**config.mk**
```make
export PLATFORM = sky130hd
export DESIGN_NAME = rlsr_queue
export DESIGN_NICKNAME = d
export VERILOG_FILES = /design/src/rtl/rlsr_pkg.sv /design/src/rtl/rlsr_queue.sv
export SDC_FILE = /design/constraint.sdc
export NUM_CORES = 1
export LEC_CHECK = 0
export CAP_MARGIN = 10
export CELL_PAD_IN_SITES_DETAIL_PLACEMENT = 0
export CELL_PAD_IN_SITES_GLOBAL_PLACEMENT = 1
export CORE_UTILIZATION = 40
export DETAILED_ROUTE_END_ITERATION = 12
export DONT_BUFFER_PORTS = 1
export PLACE_DENSITY = 0.59
export SYNTH_ARGS = -nofsm -noshare
export SYNTH_HDL_FRONTEND = slang
export SYNTH_SLANG_ARGS = --single-unit
```
**constraint.sdc**
```tcl
create_clock -name clk -period 4.3 [get_ports clk]
set_input_delay 0.645 -clock clk [delete_from_list [all_inputs] [get_ports clk]]
set_output_delay 0.645 -clock clk [all_outputs]
set_load 0.03 [all_outputs]
```
**src/rtl/rlsr_pkg.sv**
```systemverilog
`timescale 1ns / 1ps
// Shared types, codes and helpers for the ring link node.
package rlsr_pkg;

    localparam int RLSR_RAM_WORDS   = 2048;
    localparam int RLSR_FRAME_BYTES = 513;
    localparam int QUEUE_DEPTH      = 4;

    typedef enum logic [2:0] {
        REQ_REG_RD  = 3'd0,
        REQ_REG_WR  = 3'd1,
        REQ_RAM_RD  = 3'd2,
        REQ_RAM_WR  = 3'd3,
        REQ_RX_BYTE = 3'd4,
        REQ_TX_TICK = 3'd5
    } req_type_t;

    typedef enum logic [1:0] {
        MODE_RECV = 2'd0,
        MODE_XMIT = 2'd1,
        MODE_SENT = 2'd2
    } send_mode_t;

    typedef enum logic [2:0] {
        BK_IMM   = 3'd0,
        BK_READ  = 3'd1,
        BK_MASKW = 3'd2,
        BK_FILLW = 3'd3,
        BK_TXRD  = 3'd4
    } back_op_t;

    // register offsets
    localparam logic [10:0] REG_MODE = 11'd0;
    localparam logic [10:0] REG_CTRL = 11'd1;

    localparam logic [31:0] STATUS_BASE  = 32'h08;
    localparam logic [7:0]  CTRL_RXCLR_A = 8'h14;
    localparam logic [7:0]  CTRL_RXCLR_B = 8'h1C;
    localparam logic [7:0]  CTRL_XMIT_A  = 8'h36;
    localparam logic [7:0]  CTRL_XMIT_B  = 8'h3E;
    localparam logic [7:0]  CTRL_RECV_A  = 8'h37;
    localparam logic [7:0]  CTRL_RECV_B  = 8'h3F;
    localparam logic [7:0]  MAX_SENDER   = 8'h0E;

    localparam logic [10:0] SLOT_SHORT = 11'h100;
    localparam logic [10:0] SLOT_LONG  = 11'h200;

    typedef struct packed {
        back_op_t    op;
        logic [10:0] addr;
        logic [31:0] data;
        logic [31:0] mask;
        logic [1:0]  byte_sel;
        logic        tx_valid;
        logic [7:0]  tx_byte;
        logic        tx_last;
        logic        irq_level;
    } q_entry_t;

    function automatic logic [10:0] slot_len(input logic [3:0] id);
        return id[3] ? SLOT_LONG : SLOT_SHORT;
    endfunction

    // word index of byte d in sender id's slot; d stays below 0x200
    function automatic logic [10:0] slot_word(input logic [3:0] id, input logic [10:0] d);
        return {2'b00, id[2:0], 6'b000000} + {2'b00, d[10:2]};
    endfunction

endpackage

```
**src/rtl/rlsr_queue.sv**
```systemverilog
`timescale 1ns / 1ps
// Small FIFO of classified ops between front and back.
module rlsr_queue (
    input  logic               clk,
    input  logic               rst_n,
    input  logic               push,
    input  rlsr_pkg::q_entry_t push_entry,
    output logic               space,
    output logic               pop_valid,
    output rlsr_pkg::q_entry_t pop_entry,
    input  logic               pop
);
    import rlsr_pkg::*;

    localparam int QPW = $clog2(QUEUE_DEPTH);

    q_entry_t       slots_reg [QUEUE_DEPTH];
    logic [QPW-1:0] wr_ptr_reg, rd_ptr_reg;
    logic [QPW:0]   count_reg, count_next;

    assign space     = (count_reg != (QPW + 1)'(QUEUE_DEPTH));
    assign pop_valid = (count_reg != '0);
    assign pop_entry = slots_reg[rd_ptr_reg];

    always_comb
    begin
        count_next = count_reg;
        if (push && !pop)
            count_next = count_reg + 1'b1;
        else if (pop && !push)
            count_next = count_reg - 1'b1;
    end

    always_ff @(posedge clk)
    begin
        if (push)
            slots_reg[wr_ptr_reg] <= push_entry;
    end

    always_ff @(posedge clk or negedge rst_n)
    begin
        if (!rst_n)
        begin
            wr_ptr_reg <= '0;
            rd_ptr_reg <= '0;
            count_reg  <= '0;
        end
        else
        begin
            if (push)
                wr_ptr_reg <= wr_ptr_reg + 1'b1;
            if (pop)
                rd_ptr_reg <= rd_ptr_reg + 1'b1;
            count_reg <= count_next;
        end
    end

endmodule

```
* Word level (Yosys, flattened, before mapping) *
Memories as Yosys holds them, arrays and structs flattened.
Cells that the tools add are included.

word-level totals
  bits in registers = 7
  bits in writable memories = 364
  input port bits = 95
  word-level logic and storage cells = 19
  memories kept = 1

operators by class
  add/subtract/negate cells = 4
  equal/unequal tests = 1
  multiplexer cells = 4
  reductions and logical operators = 6

memories
  name       depth  bits a word  read ports  clocked after memory_dff  write ports  line              text
  slots_reg  4      91           1           0                         1            rlsr_queue.sv:17  q_entry_t slots_reg [QUEUE_DEPTH];

operator list
  kind                                              number
  two-way mux 3 bit                                 2
  adder 2 x 1 -> 2 bit, second input constant       2
  adder 3 x 1 -> 3 bit, second input constant       1
  inequality test 3 bit, second input constant      1
  nonzero test 3 bit                                1
  subtractor 3 x 1 -> 3 bit, second input constant  1
  logical AND 1 bit                                 2
  zero test 1 bit                                   2
  two-way mux 1 bit                                 2
  nonzero test 2 bit                                1

* Depth between registers and ports, before layout *
  depth after elaboration = 4
  depth in mapped cells = 7

* Worst setup path before layout *
OpenSTA, ideal clock, no wires.

  path kind = input to register
  start point = input port push
  end point = memory slots_reg[1][0] (netlist bit) (enable)
  arrival = 2,753 ps
  data required time = 3,841 ps
  setup slack = 1,087 ps
  stages on the path = 1
  path buffers = 0
  cell sequence = and2_1

between the ends
  word-level cells in the longest chain between the ends = 2

ends and longest elaborated chain
  element                                  line              text
  start: declaration                       rlsr_queue.sv:6   input logic push,
  two-way mux 1 bit                        rlsr_queue.sv:36  if (push)
  two-way mux 1 bit (implied by the code)  rlsr_queue.sv:37  slots_reg[wr_ptr_reg] <= push_entry;
  end: declaration                         rlsr_queue.sv:17

Every way passes these cells.

==> impl_metrics.toml <==
[run_status]
status = "complete, no violations"

[clock_tree]
hold_buffers = 1
cts_htree_levels = 2
ctsResizeCount = 0
cts_tree = "built"
clk_latency_ps = 510
clk_pin_slew_ps = 60
cts_buffer_depth = 3
cts_setup_buffers = 0
cts_root_buf = "clkbuf_16"
clock_sinks = 371
cts_buffers = 39

[min_path]
hold_class = "in2reg"

[sta]
worst_pin_slew_ps = 1130
timing.final.crit_period_ps = 3190
skew_ps = 16.3
finalSetupTns_ps = 0
finalHoldViolations = 0
slew_headroom_pct = 24.5
slew_violations = 0
rsz0062_at_grt = "false"
finalSetupViolCount = 0
fin_crit_sh_pct = 74.2
timing.fmax_mhz = 313

[yosys]
synthArstFlopShare_pct = 1.89
synth.distinct_cells = 18
synth_xor_area_share_pct = 0.389
yosys-top-cells-area = "edfxtp_1 81%, mux4_2 15%, dfrtp_1 1.3%"
syn_nets = 611
synthAdderAreaFrac_pct = 0.611
synth_top_family_by_area = "multiplexers"
synth-simple-area-share_pct = 0.370
netlist_top_cells_count = "364 x edfxtp_1, 91 x mux4_2, 9 x buf_2, 8 x buf_6, 7 x dfrtp_1"
yosys-mux-area-fraction_pct = 15.2
yosys.area.top_type = "edfxtp_1"
synth_top_area_share_pct = 80.8
ys.warnings.count = 0
synth-seq-cells = 371
syn_area_per_cell_um2 = 26.5
ys_seq_area_share_pct = 82.1
syn_inst = 510
yosys.cell_count.top_type = "edfxtp_1"
synth_area_mm2 = 0.0135
synth_compound_area_share_pct = 0.0370
synthFlopType = "edfxtp_1"
synth-edff-count = 364

[setup_path]
start_kind = "flop"
crit_arrival_ps = 2550
crit_path_max_fanout = 36
required_ps = 3650
endpoint_kind = "output pin"
path_class = "reg2out"

[global_route]
antenna_found_initial = 0
grt_pass1_wl_mm = 35.8
grt-ovfl-total = 0
grt_max_degree = 71
grt.total_usage_pct = 14.3
grt_pass1_vias = 5804

[power_and_ir_drop]
ir_worst_vdd_uv = 371
total_power_mw = 11.5
power.density_mw_per_mm2 = 751
p_leak_nw = 4.78

[floorplanning]
ioPinCount = 188
core_mm2 = 0.0329
die_h_um = 186
rows = 66
start_util_pct = 41.2
die_x_um = 186
die_area_mm2 = 0.0346

[layout]
largest_reg_flops = 364
diodes = 0
area_growth_pct = 12.7
final_cell_area_mm2 = 0.0152
layout-drive-gt1-share_pct = 28.4
nets = 645
final.fill_count = 2721
final_util_pct = 46.4

[routing]
drc = 0
routedWlPerCell_um = 23.9
drt-total-wl_mm = 24.2
vias = 5278
drt_first_pass_iters = 4
drtIter0Drc = 273
ant_nets = 0
vias_per_cell = 5.22

[job]
cap_viol_max_count = 0

[placement]
globalplace.congestion = 0.716
port_buffers = 0
placed_area_mm2 = 0.0141
post-dp-hpwl_mm = 14.3
## metrics by stage
step / std cells / hold WS (ps) / worst slack (ps)
3_3_place_gp: 944 / 350 / 1580
3_5_place_dp: 944 / 350 / 1540
5_1_grt: 1012 / 194 / 893
6_report: 1012 / 212 / 1110
2_1_floorplan: 510 / 349 / 1090
4_1_cts: 1012 / 190 / 995
## worst max-delay path: stages (launching register included)
cell	delay, ps
dfrtp_4	890
buf_4	440
mux4_2	670
## final cells by class
| type | instances | area, µm² | share of cell area (%) |
|---|---|---|---|
| clock buffers | 53 | 1090 | 7.15 |
| clock inverters | 14 | 91.3 | 0.599 |
| inverters | 4 | 15.0 | 0.0985 |
| multi-input cells | 115 | 2260 | 14.8 |
| flip-flops and latches | 371 | 11100 | 72.9 |
| well taps | 442 | 553 | 3.63 |
| repair buffers | 13 | 125 | 0.820 |
## routing by layer
metal  track usage, %  up-vias  part of all wire [%]
li1                 -     2265                     -
met1             16.7     2777                    38
met2             23.7      184                    49
met3             5.97       52                    10
met4             4.79        0                   2.6
met5                0        -                     0
## cell usage in the layout (no fill, tap or decap)
| cell | synthesis | layout |
|---|---|---|
| and2_4 | 0 | 4 |
| buf_12 | 0 | 2 |
| buf_4 | 2 | 10 |
| bufinv_16 | 0 | 1 |
| clkbuf_1 | 1 | 10 |
| clkbuf_16 | 0 | 41 |
| clkbuf_8 | 0 | 2 |
| clkinv_1 | 0 | 5 |
| clkinv_2 | 0 | 7 |
| clkinvlp_4 | 0 | 1 |
| dfrtp_1 | 7 | 5 |
| dfrtp_4 | 0 | 2 |
| dlygate4sd3_1 | 0 | 1 |
| edfxtp_1 | 364 | 364 |
| fa_1 | 1 | 1 |
| ha_1 | 5 | 5 |
| inv_1 | 4 | 4 |
| mux2_2 | 1 | 1 |
| mux4_2 | 91 | 91 |
| nand2_1 | 3 | 3 |
| nor2_1 | 2 | 2 |
| o21ai_0 | 1 | 1 |
| or3_1 | 1 | 1 |
| xnor2_1 | 2 | 2 |
| xor2_1 | 4 | 4 |
## logic make-up after synthesis
group,Yosys count
AO/OA/AOI/OAI,1
XOR/XNOR,6
adder cells (fa/ha/maj),6
buffers and inverters,24
flip-flops,371
multiplexers,92
AND/OR/NAND/NOR,10
## final timing paths
check                              startpoint  slack [ps]          endpoint  cells past startpoint
max in group asynchronous               rst_n        3460     rd_ptr_reg[0]                      1
min in group asynchronous               rst_n         500      count_reg[1]                      1
worst min-delay path                     push         210     wr_ptr_reg[0]                      1
worst max register to register  wr_ptr_reg[1]        2000  slots_reg[1][17]                      4
worst min register to register   count_reg[2]         510      count_reg[2]                      1
worst max-delay path            rd_ptr_reg[0]        1110     pop_entry[81]                      2
## power breakdown
group	leakage [nW]	internal, mW	total [mW]	switching [mW]
clock	0.581	1.83	3.08	1.25
combinational	0.773	1.06	3.30	2.24
sequential	3.42	4.74	5.08	0.335
total	4.78	7.63	11.5	3.83
Power figures use the tool's default switching activity.
