$ cat config.mk
export PLATFORM = sky130hd
export DESIGN_NAME = rlsr_front_flat
export DESIGN_NICKNAME = d
export VERILOG_FILES = /design/src/rtl/rlsr_pkg.sv /design/src/rtl/rlsr_ifs.sv /design/src/rtl/rlsr_front.sv /design/src/flat_wrapper.sv
export SDC_FILE = /design/constraint.sdc
export NUM_CORES = 1
export LEC_CHECK = 0
export ABC_AREA = 1
export BUFFER_PORTS_ARGS = -buffer_cell sky130_fd_sc_hd__buf_4
export CORE_ASPECT_RATIO = 0.6
export CORE_UTILIZATION = 25
export DETAILED_ROUTE_END_ITERATION = 6
export SKIP_CTS_REPAIR_TIMING = 1
export SYNTH_ARGS = -nofsm -noshare
export SYNTH_HDL_FRONTEND = slang
export SYNTH_SLANG_ARGS = --single-unit
$ cat constraint.sdc
create_clock -name clk -period 4.4 [get_ports clk]
set_input_delay 0.44 -clock clk [delete_from_list [all_inputs] [get_ports clk]]
set_output_delay 0.44 -clock clk [all_outputs]
set_load 0.01 [all_outputs]
$ cat src/rtl/rlsr_pkg.sv
`timescale 1ns / 1ps
// Shared types, codes and helpers for the ring link node.
package rlsr_pkg;

    localparam int RLSR_RAM_WORDS   = 2048;
    localparam int RLSR_FRAME_BYTES = 513;
    localparam int QUEUE_DEPTH      = 4;

    typedef enum logic [2:0] {
        REQ_REG_RD  = 3'd0,
        REQ_REG_WR  = 3'd1,
        REQ_RAM_RD  = 3'd2,
        REQ_RAM_WR  = 3'd3,
        REQ_RX_BYTE = 3'd4,
        REQ_TX_TICK = 3'd5
    } req_type_t;

    typedef enum logic [1:0] {
        MODE_RECV = 2'd0,
        MODE_XMIT = 2'd1,
        MODE_SENT = 2'd2
    } send_mode_t;

    typedef enum logic [2:0] {
        BK_IMM   = 3'd0,
        BK_READ  = 3'd1,
        BK_MASKW = 3'd2,
        BK_FILLW = 3'd3,
        BK_TXRD  = 3'd4
    } back_op_t;

    // register offsets
    localparam logic [10:0] REG_MODE = 11'd0;
    localparam logic [10:0] REG_CTRL = 11'd1;

    localparam logic [31:0] STATUS_BASE  = 32'h08;
    localparam logic [7:0]  CTRL_RXCLR_A = 8'h14;
    localparam logic [7:0]  CTRL_RXCLR_B = 8'h1C;
    localparam logic [7:0]  CTRL_XMIT_A  = 8'h36;
    localparam logic [7:0]  CTRL_XMIT_B  = 8'h3E;
    localparam logic [7:0]  CTRL_RECV_A  = 8'h37;
    localparam logic [7:0]  CTRL_RECV_B  = 8'h3F;
    localparam logic [7:0]  MAX_SENDER   = 8'h0E;

    localparam logic [10:0] SLOT_SHORT = 11'h100;
    localparam logic [10:0] SLOT_LONG  = 11'h200;

    typedef struct packed {
        back_op_t    op;
        logic [10:0] addr;
        logic [31:0] data;
        logic [31:0] mask;
        logic [1:0]  byte_sel;
        logic        tx_valid;
        logic [7:0]  tx_byte;
        logic        tx_last;
        logic        irq_level;
    } q_entry_t;

    function automatic logic [10:0] slot_len(input logic [3:0] id);
        return id[3] ? SLOT_LONG : SLOT_SHORT;
    endfunction

    // word index of byte d in sender id's slot; d stays below 0x200
    function automatic logic [10:0] slot_word(input logic [3:0] id, input logic [10:0] d);
        return {2'b00, id[2:0], 6'b000000} + {2'b00, d[10:2]};
    endfunction

endpackage

$ cat src/rtl/rlsr_ifs.sv
`timescale 1ns / 1ps
// Request and response channel interfaces.
interface rlsr_req_if;
    logic        valid;
    logic        ready;
    logic [2:0]  req_type;
    logic [10:0] bus_address;
    logic [31:0] bus_wdata;
    logic [31:0] write_mask;
    logic [7:0]  rx_byte;

    modport source (output valid, req_type, bus_address, bus_wdata, write_mask, rx_byte,
                    input ready);
    modport sink   (input valid, req_type, bus_address, bus_wdata, write_mask, rx_byte,
                    output ready);
endinterface


$ cat src/rtl/rlsr_front.sv
`timescale 1ns / 1ps
// Front end: register bank, link framing, and RAM op classification.
module rlsr_front #(
    parameter int RAM_WORDS   = rlsr_pkg::RLSR_RAM_WORDS,
    parameter int FRAME_BYTES = rlsr_pkg::RLSR_FRAME_BYTES
) (
    input  logic               clk,
    input  logic               rst_n,
    rlsr_req_if.sink           req,
    input  logic               clearing,
    input  logic               q_space,
    output logic               push,
    output rlsr_pkg::q_entry_t push_entry
);
    import rlsr_pkg::*;

    localparam int PW = $clog2(FRAME_BYTES);
    localparam logic [PW-1:0] LAST_POS = PW'(FRAME_BYTES - 1);
    localparam logic [12:0]   WORDS13  = 13'(RAM_WORDS);

    logic [3:0]    node_id_reg, node_id_next;
    logic          link_on_reg, link_on_next;
    send_mode_t    send_mode_reg, send_mode_next;
    logic          rx_status_reg, rx_status_next;
    logic          irq_reg, irq_next;
    logic [PW-1:0] rx_pos_reg, rx_pos_next;
    logic [4:0]    rx_sender_reg, rx_sender_next;
    logic [23:0]   rx_word_reg, rx_word_next;
    logic [PW-1:0] tx_pos_reg, tx_pos_next;

    logic [7:0]    v;
    logic [10:0]   addr_mod;
    logic [10:0]   d_rx, d_tx;
    logic          accept;
    q_entry_t      e;

    assign req.ready  = !clearing && q_space;
    assign push       = req.valid && req.ready;
    assign push_entry = e;

    always_comb
    begin
        node_id_next   = node_id_reg;
        link_on_next   = link_on_reg;
        send_mode_next = send_mode_reg;
        rx_status_next = rx_status_reg;
        irq_next       = irq_reg;
        rx_pos_next    = rx_pos_reg;
        rx_sender_next = rx_sender_reg;
        rx_word_next   = rx_word_reg;
        tx_pos_next    = tx_pos_reg;
        accept         = 1'b0;
        e              = '0;
        e.op           = BK_IMM;

        v = req.bus_wdata[7:0];
        // word address modulo RAM size; one subtract covers the whole bus range
        if (13'(req.bus_address) >= WORDS13)
            addr_mod = 11'(13'(req.bus_address) - WORDS13);
        else
            addr_mod = req.bus_address;
        d_rx = 11'(rx_pos_reg) - 11'd1;
        d_tx = 11'(tx_pos_reg) - 11'd1;

        unique case (req_type_t'(req.req_type))
            REQ_REG_RD:
            begin
                if (req.bus_address == REG_MODE)
                    e.data = STATUS_BASE | (32'(rx_status_reg) << 5);
            end
            REQ_REG_WR:
            begin
                if (req.bus_address == REG_MODE)
                begin
                    if (v[7:4] == 4'h0 || v[7:4] == 4'h2)
                        node_id_next = v[3:0];
                end
                else if (req.bus_address == REG_CTRL)
                begin
                    link_on_next = (v != 8'h00);
                    unique case (v) inside
                        CTRL_RXCLR_A, CTRL_RXCLR_B:
                            rx_status_next = 1'b0;
                        CTRL_XMIT_A, CTRL_XMIT_B:
                        begin
                            send_mode_next = MODE_XMIT;
                            tx_pos_next    = '0;
                        end
                        CTRL_RECV_A, CTRL_RECV_B:
                        begin
                            rx_status_next = 1'b1;
                            send_mode_next = MODE_RECV;
                            rx_pos_next    = '0;
                            rx_sender_next = '0;
                            rx_word_next   = '0;
                        end
                        default: ;
                    endcase
                    if (v[5])
                        irq_next = 1'b1;
                    if (!v[0])
                        irq_next = 1'b0;
                end
            end
            REQ_RAM_RD:
            begin
                e.op   = BK_READ;
                e.addr = addr_mod;
            end
            REQ_RAM_WR:
            begin
                e.op   = BK_MASKW;
                e.addr = addr_mod;
                e.data = req.bus_wdata;
                e.mask = req.write_mask;
            end
            REQ_RX_BYTE:
            begin
                if (link_on_reg && send_mode_reg == MODE_RECV)
                begin
                    if (rx_pos_reg == '0)
                    begin
                        // header beat: sender id
                        accept = (req.rx_byte <= MAX_SENDER)
                              && (req.rx_byte[3:0] != node_id_reg);
                        rx_sender_next = accept ? {1'b1, req.rx_byte[3:0]} : 5'd0;
                        rx_word_next   = '0;
                    end
                    else
                    begin
                        accept = rx_sender_reg[4];
                        if (accept && d_rx < slot_len(rx_sender_reg[3:0]))
                        begin
                            if (d_rx[1:0] == 2'd3)
                            begin
                                e.op         = BK_FILLW;
                                e.addr       = slot_word(rx_sender_reg[3:0], d_rx);
                                e.data       = {rx_word_reg, req.rx_byte};
                                rx_word_next = '0;
                            end
                            else
                                rx_word_next = {rx_word_reg[15:0], req.rx_byte};
                        end
                    end
                    if (accept)
                    begin
                        e.tx_valid = 1'b1;
                        e.tx_byte  = req.rx_byte;
                        e.tx_last  = (rx_pos_reg == LAST_POS);
                    end
                    rx_pos_next = (rx_pos_reg == LAST_POS) ? '0 : rx_pos_reg + 1'b1;
                end
            end
            REQ_TX_TICK:
            begin
                if (link_on_reg && send_mode_reg == MODE_XMIT)
                begin
                    e.tx_valid = 1'b1;
                    if (tx_pos_reg == '0)
                        e.tx_byte = {4'h0, node_id_reg};
                    else if (d_tx < slot_len(node_id_reg))
                    begin
                        e.op       = BK_TXRD;
                        e.addr     = slot_word(node_id_reg, d_tx);
                        e.byte_sel = d_tx[1:0];
                    end
                    if (tx_pos_reg == LAST_POS)
                    begin
                        e.tx_last      = 1'b1;
                        tx_pos_next    = '0;
                        send_mode_next = MODE_SENT;
                    end
                    else
                        tx_pos_next = tx_pos_reg + 1'b1;
                end
            end
            default: ;
        endcase

        e.irq_level = irq_next;
    end

    always_ff @(posedge clk or negedge rst_n)
    begin
        if (!rst_n)
        begin
            node_id_reg   <= '0;
            link_on_reg   <= 1'b0;
            send_mode_reg <= MODE_RECV;
            rx_status_reg <= 1'b0;
            irq_reg       <= 1'b0;
            rx_pos_reg    <= '0;
            rx_sender_reg <= '0;
            rx_word_reg   <= '0;
            tx_pos_reg    <= '0;
        end
        else if (push)
        begin
            node_id_reg   <= node_id_next;
            link_on_reg   <= link_on_next;
            send_mode_reg <= send_mode_next;
            rx_status_reg <= rx_status_next;
            irq_reg       <= irq_next;
            rx_pos_reg    <= rx_pos_next;
            rx_sender_reg <= rx_sender_next;
            rx_word_reg   <= rx_word_next;
            tx_pos_reg    <= tx_pos_next;
        end
    end

endmodule

$ cat src/flat_wrapper.sv
// flat-port wrapper written by rule: the top's interface ports become plain ports
module rlsr_front_flat import rlsr_pkg::*;
#(
    parameter int RAM_WORDS   = rlsr_pkg::RLSR_RAM_WORDS,
    parameter int FRAME_BYTES = rlsr_pkg::RLSR_FRAME_BYTES
)
  (clk, rst_n, clearing, q_space, push, push_entry, req_valid, req_req_type, req_bus_address, req_bus_wdata, req_write_mask, req_rx_byte, req_ready);
  rlsr_req_if req_i ();
  input  logic clk;
  input  logic rst_n;
  input  logic clearing;
  input  logic q_space;
  output logic push;
  output rlsr_pkg::q_entry_t push_entry;
  input wire logic [$bits(req_i.valid)-1:0] req_valid;
  input wire logic [$bits(req_i.req_type)-1:0] req_req_type;
  input wire logic [$bits(req_i.bus_address)-1:0] req_bus_address;
  input wire logic [$bits(req_i.bus_wdata)-1:0] req_bus_wdata;
  input wire logic [$bits(req_i.write_mask)-1:0] req_write_mask;
  input wire logic [$bits(req_i.rx_byte)-1:0] req_rx_byte;
  output wire logic [$bits(req_i.ready)-1:0] req_ready;
  assign req_i.valid = req_valid;
  assign req_i.req_type = req_req_type;
  assign req_i.bus_address = req_bus_address;
  assign req_i.bus_wdata = req_bus_wdata;
  assign req_i.write_mask = req_write_mask;
  assign req_i.rx_byte = req_rx_byte;
  assign req_ready = req_i.ready;
  rlsr_front #(.RAM_WORDS(RAM_WORDS), .FRAME_BYTES(FRAME_BYTES)) u_core (.clk(clk), .rst_n(rst_n), .req(req_i), .clearing(clearing), .q_space(q_space), .push(push), .push_entry(push_entry));
endmodule
# Word level (Yosys, flattened, before mapping)
# Index checks and enable logic that the tools add are counted.
word_totals:
  wordCells: 140
  reg_bits: 58
  input_bits: 91
classes:
  n_eq_ne: 28
  bitwise: 1
  addsub: 6
  n_reduce_logical: 29
  n_mux: 64
  order_cmp: 3
ops:
  columns: ["op", "n"]
  rows:
  - ["$mux 24", 7]
  - ["$mux 10", 14]
  - ["$mux 46", 3]
  - ["$pmux 32 s3", 1]
  - ["$pmux 10 s2", 3]
  - ["$pmux 14 s4", 1]
  - ["$pmux 24 s2", 1]
  - ["$mux 45", 1]
  - ["$mux 14", 3]
  - ["$eq 8x6->1 const B", 4]
  - ["$mux 32", 1]
  - ["$mux 5", 6]
  - ["$lt 11x11->1", 2]
  - ["$sub 10x1->11 const B", 2]
  - ["$reduce_and 7->1", 3]
  - ["$add 10x1->10 const B", 2]
  - ["$add 9x9->10", 2]
  - ["$eq 10x10->1 const B", 2]
  - ["$logic_not 10->1", 2]
  - ["$eq 8x5->1 const B", 2]
  - ["$mux 2", 7]
  - ["$mux 12", 1]
  - ["$reduce_and 6->1", 2]
  - ["$eq 11x1->1 const B", 1]
  - ["31 further kinds", 58]

# Logic depth before layout (Yosys ltp)
# Gate-level depths: netlist (run 1).
depth:
  ltp_word: 8
  ltp_mapped: 17
  depth_no_buf: 15

# Worst setup path after synthesis (run 1)
# Ideal clock, no wire load.
synth_path:
  path_kind: "reg2out"
  from: "reg u_core.rx_pos_reg[2]"
  to: "out push_entry[62] (netlist name)"
  t_arrival_ns: 2.301
  path_stages_with_launch: 13
  path_buffers: 2
  required_time_ns: 3.960
  path_slack_ns: 1.659
  cell_sequence: "dfrtp_1 buf_2 inv_1 nand4_1 nor3_1 nand2_1 nor2_1 xor2_1 ha_1 nand2_2 nand4_2 buf_2 o21ai_0"
synth_rtl:
  columns: ["element", "line_no", "rtl"]
  rows:
  - ["from (decl)", "rlsr_front.sv:26", "logic [PW-1:0] rx_pos_reg, rx_pos_next;"]
  - ["from (signal assigned)", "rlsr_front.sv:204", "rx_pos_reg <= rx_pos_next;"]
  - ["to (decl)", "flat_wrapper.sv:14", "output rlsr_pkg::q_entry_t push_entry;"]

==> results of run 1 <==
## critical path, cell delays in order, from the launching register on
cell	delay, ps
dfrtp_1	460
inv_1	150
nand4_1	200
nor3_1	290
nand2_1	90
nor2_1	120
xor2_1	280
ha_1	290
nand2_2	100
nand4_2	440
o21ai_0	380
buf_4	170
## power by group through the flow
stage | clock network (W) | registers [W] | logic (W)
after floorplan | 0 | 0.000551 | 0.000108
after global placement | 0 | 0.000553 | 0.000248
after detailed placement | 0 | 0.000553 | 0.000248
after CTS | 0.000800 | 0.000543 | 0.000250
after global routing | 0.000824 | 0.000543 | 0.000274
final | 0.000786 | 0.000543 | 0.000248
## cell usage in the layout, fill, tap and decap left out, types with 4 or more instances in the layout
cell and count:
nor2_4 5, o21ai_0 42, clkbuf_16 9, nand3b_1 4, xnor2_1 7, nor2_2 8, inv_1 115, nand3_1 84
ha_1 15, nand2_1 257, nor2_1 112, nand2_2 11, xor2_1 18, a21oi_1 14, nand4_1 12, dfrtp_1 58
buf_4 185, inv_2 5, nor3_1 21, o21ai_1 9
## stage by stage
stage / std cells / setup slack, ps
3_5_place_dp: 1281 / 1032
3_3_place_gp: 1281 / 1188
6_report: 1297 / 638.8
2_1_floorplan: 853 / 1659
4_1_cts: 1297 / 650.9
5_1_grt: 1297 / 292.7
## layout make-up
| class | count | share of cell area, % |
|---|---|---|
| clock buffer | 9 | 3.164 |
| tap | 273 | 4.799 |
| timing repair buffer | 185 | 19.51 |
| sequential | 58 | 20.39 |
| multi-input combinational | 641 | 44.12 |
| clock inverter | 7 | 1.424 |
| inverter | 124 | 6.592 |
## cells by family (layout without fill, tap and decap cells)
logic type,after synthesis,after routing,synth area share [%]
AOI/OAI and AO/OA,71,71,7.095
and+or+nand+nor,528,528,44.46
adders and majority gates,17,17,4.362
buffers and inverters,154,325,12.08
xor gates and xnor gates,25,25,4.195
DFF,58,58,27.80
## path summary, 6_finish.rpt
check	start	endpoint	slack [ps]	depth (start not counted)
hold reg to reg	u_core.rx_word_reg[22]	u_core.rx_word_reg[22]	470	2
max in group asynchronous	rst_n	u_core.node_id_reg[2]	3690	1
setup / recovery	u_core.rx_pos_reg[2]	push_entry[45]	640	11
min in group clk	req_bus_wdata[1]	u_core.node_id_reg[1]	420	3
setup reg to reg	u_core.rx_pos_reg[2]	u_core.rx_word_reg[3]	1520	13
hold / removal	rst_n	u_core.rx_pos_reg[6]	180	1
## layer usage
metal	GRT usage, %	part of all wire, %	up-vias	wire (um)
met5	0	0	-	0
met4	2.903	0.56	0	108
met3	4.462	9.6	6	1849
met2	24.12	39	251	7582
met1	28.03	51	2684	9772
li1	-	-	2993	-
==> flow_summary_export.csv, run 1 <==
group,metric,value,unit
cells_and_area,largest_register_ffs,24,
setup_path,path_class,"register to output port",
clock_tree,cts_made_buffers,9,
clock_tree,cts.reportedPaths.clkPinSlew,60,ps
synth,ys_ff_latch,58,
placement,port_buffers,183,
floorplan,core-area,20220,um2
timing,rsz0062_at_grt,"false",
detailed_routing,vias_per_cell,4.575,
detailed_routing,wl_per_cell,14.89,um
floorplan,die_area,21480,um2
floorplan,initial_core_util,25.82,%
detailed_routing,drtPass1Iterations,5,
detailed_routing,drt-total-wl,19310,um
detailed_routing,drt-initial-drc-count,489,
synth,ys_warn_count,0,
cells_and_area,antenna_cells,0,
detailed_routing,via_count,5934,
clock_tree,cts_max_level,3,
detailed_routing,drtAntennaViolNets,0,
clock_tree,cts_tree,"done",
clock_tree,cts_root_buf,"clkbuf_16",
clock_tree,max-clock-path-buffers,2,
cells_and_area,fin_util,35.20,%
power,cell_internal_pwr,0.001147,W
timing,setup_tns,0,ps
placement,place_area,6792,um2
setup_path,start_kind,"register",
cells_and_area,syn_to_final_growth,36.36,%
power,p_comb_share,15.7,%
synth,synth_nets,961,
timing,hold_ws,180.6,ps
power,p_leak,3.774,nW
timing,fin_skew,11.54,ps
timing,setup_viol,0,
synth,syn_area,5220,um2
global_routing,grt_max_degree,59,
synth,synth_edf_count,0,
power,ir_drop,0.0001657,V
setup_path,required,3960,ps
timing,finalCriticalPeriod,3761,ps
run_status,outcome,"complete, no violations",
global_routing,grt_pass1_wl,29680,um
synth,synthArstFlopShare,100.0,%
clock_tree,cts_sinks,58,
timing,fin_crit_sh,85.48,%
floorplan,die_w,188.5,um
cells_and_area,nNetsFinal,1127,
global_routing,grt_antenna_before_repair,0,
timing,slew_headroom,47.06,%
synth,ys_seq_area_share,27.80,%
setup_path,crit_fanout,25,
global_routing,grt.overflow.total,0,
synth,synth_top_area_cell,"dfrtp_1",
global_routing,track_usage,17.86,%
synth,synth_flop_cell,"dfrtp_1",
power,fin_total_pwr,0.001577,W
power,p_sw,0.0004301,W
run,drv_cap,0,
synth,ys_types,41,
synth,yosysMostFrequentCell,"nand2_1",
global_routing,grt_pass1_vias,5303,
power,p_seq_share,34.4,%
cells_and_area,fill_cells,2272,
min_path,hold_path_class,"input port to async pin",
synth,syn_avg_cell_area,6.120,um2
synth,synth.area.top_cells,"dfrtp_1 (28%), nand2_1 (18%), inv_1 (8.3%)",
timing,final_hold_viol_count,0,
clock_tree,clock_latency,340,ps
power,powerDensity,221.6,nW/um2
floorplan,die_h,113.9,um
synth,synth_top_area_share,27.80,%
cells_and_area,final_area,7118,um2
synth,synth_common_cells,"nand2_1 (257), inv_1 (115), nor2_1 (113)",
power,p_clk_share,49.8,%
setup_path,end_kind,"output port",
timing,fmax,265.9,MHz
cells_and_area,seq_area,1451,um2
cells_and_area,drive_above_1_share,23.63,%
setup_path,arrival,3320,ps
synth,netlist_instances,853,
placement,dp_hpwl,15440,um
cells_and_area,multi_input_area,3141,um2
floorplan,boundaryPins,184,
placement,gp_congestion,0.9064,
timing,tightest_slew,794.1,ps
floorplan,rows,40,
power,switching_share,27.27,%
timing,slew_viol_final,0,
detailed_routing,drc,0,
No activity file was read; power rests on OpenSTA's default activity.
==> run 2, diff against run 1 <==
--- a/config.mk
+++ b/config.mk
@@ -5,7 +5,6 @@
 export SDC_FILE = /design/constraint.sdc
 export NUM_CORES = 1
 export LEC_CHECK = 0
-export ABC_AREA = 1
 export BUFFER_PORTS_ARGS = -buffer_cell sky130_fd_sc_hd__buf_4
 export CORE_ASPECT_RATIO = 0.6
 export CORE_UTILIZATION = 25
==> run 2 against run 1 <==
  * Sequential power decreased by 0.9%
  * Utilization rose by 1.0 points
  * Worst hold slack better by 1.4 ps
  * Via count decreased by 18%
  * Synthesized cell count fell by 30%
  * First-iteration DRC count down 32%
  * Design area shrank 7.5%
  * Fmax decreased by 9.8%
  * Largest cell class unchanged
==> flow_summary_export.csv, run 2 <==
group,metric,value,unit
run_status,outcome,"complete, no violations",
floorplan,core-area,18160,um2
synth,yosysMostFrequentCell,"nand2_1",
clock_tree,cts_root_buf,"clkbuf_16",
clock_tree,clock_latency,330,ps
detailed_routing,drc,0,
synth,yosys.area_share.adder,4.883,%
cells_and_area,seq_area,1451,um2
timing,setup_viol,0,
cells_and_area,drive_above_1_share,29.38,%
placement,gp_congestion,0.8433,
floorplan,die_w,178.3,um
detailed_routing,drt-total-wl,15970,um
timing,fin_ws,228.1,ps
global_routing,grt_antenna_before_repair,0,
global_routing,grt_pass1_wl,24360,um
setup_path,required,3960,ps
cells_and_area,finalNonFillerCells,999,
synth,ys_types,61,
setup_path,crit_fanout,10,
power,powerDensity,238.2,nW/um2
detailed_routing,via_count,4849,
synth,synth_top_area_share,31.12,%
timing,slew_headroom,23.23,%
synth,synth_top_area_cell,"dfrtp_1",
min_path,hold_path_class,"input port to async pin",
timing,final_hold_viol_count,0,
timing,fin_skew,10.11,ps
detailed_routing,drtPass1Iterations,5,
synth,muxShareOfSynthArea,5.876,%
floorplan,initial_core_util,25.68,%
timing,fmax,239.7,MHz
synth,ys_seq_area_share,31.12,%
clock_tree,cts_tree,"done",
cells_and_area,syn_to_final_growth,41.19,%
cells_and_area,fill_cells,1915,
global_routing,grt.overflow.total,0,
synth,ys_ff_latch,58,
setup_path,path_class,"register to output port",
global_routing,track_usage,16.37,%
power,p_sw,0.0003720,W
synth,syn_area,4663,um2
power,p_comb_share,12.7,%
timing,hold_ws,182.1,ps
global_routing,grt_max_degree,64,
placement,port_buffers,183,
cells_and_area,multi_input_area,2845,um2
synth,synthXorXnorAreaFrac,3.381,%
global_routing,grt_pass1_vias,4417,
power,p_seq_share,34.3,%
setup_path,arrival,3730,ps
clock_tree,max-clock-path-buffers,2,
cells_and_area,final_common_cell,"buf_4",
cells_and_area,fin_util,36.25,%
clock_tree,cts_max_level,3,
floorplan,die_h,107.8,um
clock_tree,cts_sinks,58,
detailed_routing,vias_per_cell,4.854,
clock_tree,cts.reportedPaths.clkPinSlew,60,ps
synth,synth_nets,702,
power,p_clk_share,53.0,%
synth,synth_flop_cell,"dfrtp_1",
synth,syn_avg_cell_area,7.851,um2
synth,synth_simple_gate_area_share,27.88,%
cells_and_area,antenna_cells,0,
timing,slew_viol_final,0,
cells_and_area,largest_register_ffs,24,
timing,fin_crit_sh,94.82,%
cells_and_area,nNetsFinal,862,
power,ir_drop,0.0001677,V
synth,synth_compound_area_share,18.62,%
setup_path,end_kind,"output port",
power,cell_internal_pwr,0.001196,W
timing,tightest_slew,1141,ps
synth,netlist_instances,594,
synth,ys_warn_count,0,
synth,synth_edf_count,0,
synth,synth_common_cells,"nand2_1 (82), dfrtp_1 (58), inv_1 (54)",
run,drv_cap,0,
setup_path,start_kind,"register",
placement,place_ws,409.6,ps
timing,rsz0062_at_grt,"false",
synth,synthArstFlopShare,100.0,%
floorplan,boundaryPins,184,
timing,setup_tns,0,ps
synth,synth.area.top_cells,"dfrtp_1 (31%), nand2_1 (6.6%), mux2i_1 (5.2%)",
detailed_routing,wl_per_cell,15.98,um
cells_and_area,layout_common_cells,"buf_4 (191), nand2_1 (82), dfrtp_1 (58), inv_1 (54), and2_1 (34)",
timing,finalCriticalPeriod,4172,ps
synth,synth_top_family_by_area,"simple AND/OR/NAND/NOR gates",
floorplan,rows,38,
power,switching_share,23.72,%
detailed_routing,drtAntennaViolNets,0,
floorplan,die_area,19220,um2
detailed_routing,drt-initial-drc-count,334,
power,p_leak,3.343,nW
placement,dp_hpwl,12190,um
clock_tree,cts_made_buffers,9,
placement,dp.cells,982,
[run 2: cell count changes after synthesis, moves of 22 or more]
cell and change:
and2_1 +34, clkbuf_1 +22, inv_1 -61, mux2i_1 +24, nand2_1 -175, nand3_1 -61
nor2_1 -92
[run 2: path summary, 6_finish.rpt]
kind | from | slack, ps | cells after the start | endpoint
max | u_core.rx_pos_reg[5] | 230 | 10 | push_entry[89]
min | rst_n | 180 | 1 | u_core.irq_reg
max reg2reg | u_core.rx_pos_reg[5] | 850 | 10 | u_core.rx_word_reg[5]
min reg2reg | u_core.irq_reg | 480 | 2 | u_core.irq_reg
max in group asynchronous | rst_n | 3670 | 1 | u_core.rx_word_reg[12]
min in group clk | req_bus_wdata[3] | 380 | 2 | u_core.node_id_reg[3]
[run 2: per-layer routing]
layer,up-vias,GRT usage [%],routed length [um]
met3,10,3.249,845
met1,2294,24.49,8040
met4,0,2.724,62
met5,-,0,0
met2,143,24.17,7017
li1,2402,-,-
[run 2: cell families (layout without fill, tap and decap cells)]
family | after synthesis | count (layout)
XOR/XNOR | 18 | 18
flip-flops | 58 | 58
adder cells (fa/ha/maj) | 17 | 17
AO/OA/AOI/OAI | 130 | 130
multiplexers | 27 | 27
AND/OR/NAND/NOR | 248 | 248
buffers and inverters | 96 | 261
[run 2: power groups by stage]
stage                     clock network [W]   logic, W  registers [W]
after global placement                    0   0.000200       0.000547
after detailed placement                  0   0.000200       0.000547
final                              0.000831   0.000199       0.000538
after floorplan                           0  0.0000672       0.000547
after CTS                          0.000847   0.000201       0.000538
after global routing               0.000868   0.000218       0.000538
[run 2: critical path: stages (launching register included)]
cell and delay (ps):
dfrtp_1 480, or4_1 600, nor3_1 240, xnor2_1 150
ha_1 370, inv_1 80, a2111oi_1 590, a311oi_4 120
and3_1 360, o21ba_2 270, buf_4 140
[run 2: cell type report]
| type | count | area share, % |
|---|---|---|
| Clock inverter | 7 | 1.900 |
| Sequential cell | 58 | 22.04 |
| Timing Repair Buffer | 191 | 21.78 |
| Inverter | 54 | 3.079 |
| Tap cell | 240 | 4.561 |
| Multi-Input combinational cell | 440 | 43.22 |
| Clock buffer | 9 | 3.421 |
[run 2: metrics by stage]
step / total power, W / area, um2
finish: 0.001568 / 6584
global route: 0.001624 / 6584
CTS: 0.001585 / 6564
detailed placement: 0.0007475 / 6213
global placement: 0.0007469 / 6213
floorplan: 0.0006143 / 4663
==> run 3, diff against run 2 <==
--- a/config.mk
+++ b/config.mk
@@ -6,7 +6,7 @@
 export NUM_CORES = 1
 export LEC_CHECK = 0
 export BUFFER_PORTS_ARGS = -buffer_cell sky130_fd_sc_hd__buf_4
-export CORE_ASPECT_RATIO = 0.6
+export CORE_ASPECT_RATIO = 1.1
 export CORE_UTILIZATION = 25
 export DETAILED_ROUTE_END_ITERATION = 6
 export SKIP_CTS_REPAIR_TIMING = 1
==> run 3 against run 2 <==
  * Worst setup slack improved by 100 ps
  * Cell count rose by 0.40%
  * Via count fell by 0.66%
  * Clock power fell by 6.0%
  * Sequential share of layout area did not move
  * Non-clock buffer count rose by 1
  * Clock skew fell by 1.4 ps
  * Sequential cell count did not move
  * Global-route usage rose by 0.46 points
  * Critical path type unchanged
  * Critical endpoint is now push_entry[84]
  * Die area barely moved
  * First-iteration DRC count fell by 0.30%
==> flow_summary_export.csv, run 3 (synthesis results as in run 2) <==
group,metric,value,unit
cells_and_area,largest_register_ffs,24,
placement,place_area,6232,um2
clock_tree,clock_latency,350,ps
clock_tree,cts_tree,"done",
cells_and_area,seq_area,1451,um2
run,drv_cap,0,
min_path,hold_path_class,"input port to async pin",
detailed_routing,drtPass1Iterations,6,
clock_tree,max-clock-path-buffers,2,
setup_path,crit_fanout,9,
timing,finalCriticalPeriod,4068,ps
cells_and_area,finalNonFillerCells,1003,
placement,port_buffers,183,
detailed_routing,drc,0,
timing,fin_crit_sh,92.45,%
cells_and_area,multi_input_area,2858,um2
cells_and_area,final_area,6584,um2
detailed_routing,via_count,4817,
power,ir_drop,0.0001859,V
placement,gp_congestion,0.8448,
floorplan,rows,52,
setup_path,worst-r2r-cell-count,10,
floorplan,die_w,132.2,um
global_routing,track_usage,16.83,%
global_routing,grt_pass1_wl,25460,um
setup_path,start_kind,"register",
detailed_routing,wl_per_cell,15.96,um
detailed_routing,drtAntennaViolNets,0,
clock_tree,cts_sinks,58,
floorplan,die_h,145.2,um
setup_path,end_kind,"output port",
timing,rsz0062_at_grt,"false",
timing,fmax,245.8,MHz
setup_path,startpoint,"u_core.rx_pos_reg[7]",
setup_path,crit_end,"push_entry[84]",
floorplan,die_area,19200,um2
floorplan,core-area,18350,um2
run_status,outcome,"complete, no violations",
timing,tightest_slew,1246,ps
clock_tree,cts_made_buffers,9,
detailed_routing,drt-initial-drc-count,333,
setup_path,r2r_setup_slack,1020,ps
global_routing,grt_max_degree,64,
placement,dp_hpwl,12380,um
setup_path,worstReg2RegStart,"u_core.rx_pos_reg[7]",
detailed_routing,drt-total-wl,16000,um
global_routing,grt.overflow.total,0,
cells_and_area,antenna_cells,0,
setup_path,required,3960,ps
detailed_routing,vias_per_cell,4.803,
cells_and_area,drive_above_1_share,29.61,%
floorplan,boundaryPins,184,
cells_and_area,final_common_cell,"buf_4",
cells_and_area,syn_to_final_growth,41.19,%
cells_and_area,layout_common_cells,"buf_4 (192), nand2_1 (82), dfrtp_1 (58), inv_1 (54), and2_1 (34)",
timing,final_hold_viol_count,0,
timing,slew_headroom,16.15,%
setup_path,path_class,"register to output port",
placement,dp.cells,986,
timing,setup_viol,0,
timing,slew_viol_final,0,
cells_and_area,nNetsFinal,863,
clock_tree,cts_max_level,3,
power,p_leak,3.333,nW
setup_path,arrival,3630,ps
global_routing,grt_antenna_before_repair,0,
cells_and_area,fill_cells,1919,
clock_tree,cts.reportedPaths.clkPinSlew,60,ps
clock_tree,cts_root_buf,"clkbuf_16",
floorplan,initial_core_util,25.42,%
timing,fin_skew,8.663,ps
setup_path,reg2reg_to,"u_core.rx_word_reg[3]",
power,powerDensity,230.6,nW/um2
global_routing,grt_pass1_vias,4637,
-- run 3: cell count changes in the layout (fill, tap and decap cells not counted), sizes merged --
cell	delta
inv	-1
buf	+1
bufinv	-1
clkinvlp	+2
-- run 3: per-stage QoR --
step	hold WS (ps)	total power [W]	setup TNS (ps)	util, %	setup slack [ps]
global route	219.4	0.001570	0	35.88	64.77
finish	142.8	0.001518	0	35.88	332.1
CTS	214.8	0.001531	-1512	35.75	-101.6
global placement	460.5	0.0007462	0	33.97	392.4
floorplan	144.4	0.0006143	0	-	966.1
detailed placement	475.8	0.0007470	0	33.97	277.9
-- run 3: worst min path at each step --
| stage | from | endpoint | slack [ps] | cells after the start |
|---|---|---|---|---|
| final | rst_n | u_core.tx_pos_reg[4] | 140 | 1 |
| after CTS | rst_n | u_core.tx_pos_reg[1] | 210 | 1 |
| after global placement | u_core.irq_reg | u_core.irq_reg | 460 | 2 |
| after global routing | rst_n | u_core.tx_pos_reg[4] | 220 | 1 |
| after floorplan | rst_n | u_core.irq_reg | 140 | 0 |
| after detailed placement | u_core.irq_reg | u_core.irq_reg | 480 | 2 |
-- run 3: power by group --
group	switching, W	internal (W)
Sequential	0.00000128	0.000536
Clock	0.000282	0.000499
Combinational	0.0000988	0.000101
-- run 3: layout make-up --
cell class | count | area share, %
inverters | 54 | 3.079
flip-flops and latches | 58 | 22.04
well taps | 243 | 4.618
multi-input cells | 440 | 43.41
repair buffers | 192 | 21.89
clock inverters | 7 | 1.539
clock buffers | 9 | 3.421
-- run 3: critical path: stages (launching register included) --
cell       delay (ps)
dfrtp_1           460
or4_1             590
nor3_1            260
xnor2_1           210
ha_1              320
inv_1             110
a2111oi_2          90
a311oi_4          420
buf_4             240
nand2_1            60
o221ai_1          330
buf_4             190
-- run 3: metal layers --
metal  global-route usage, %  vias up  wire [um]
met5                       0        -          0
met4                   4.195        0        155
met3                   3.424       15        633
met2                   27.51      108       7739
met1                   22.57     2290       7474
li1                        -     2404          -
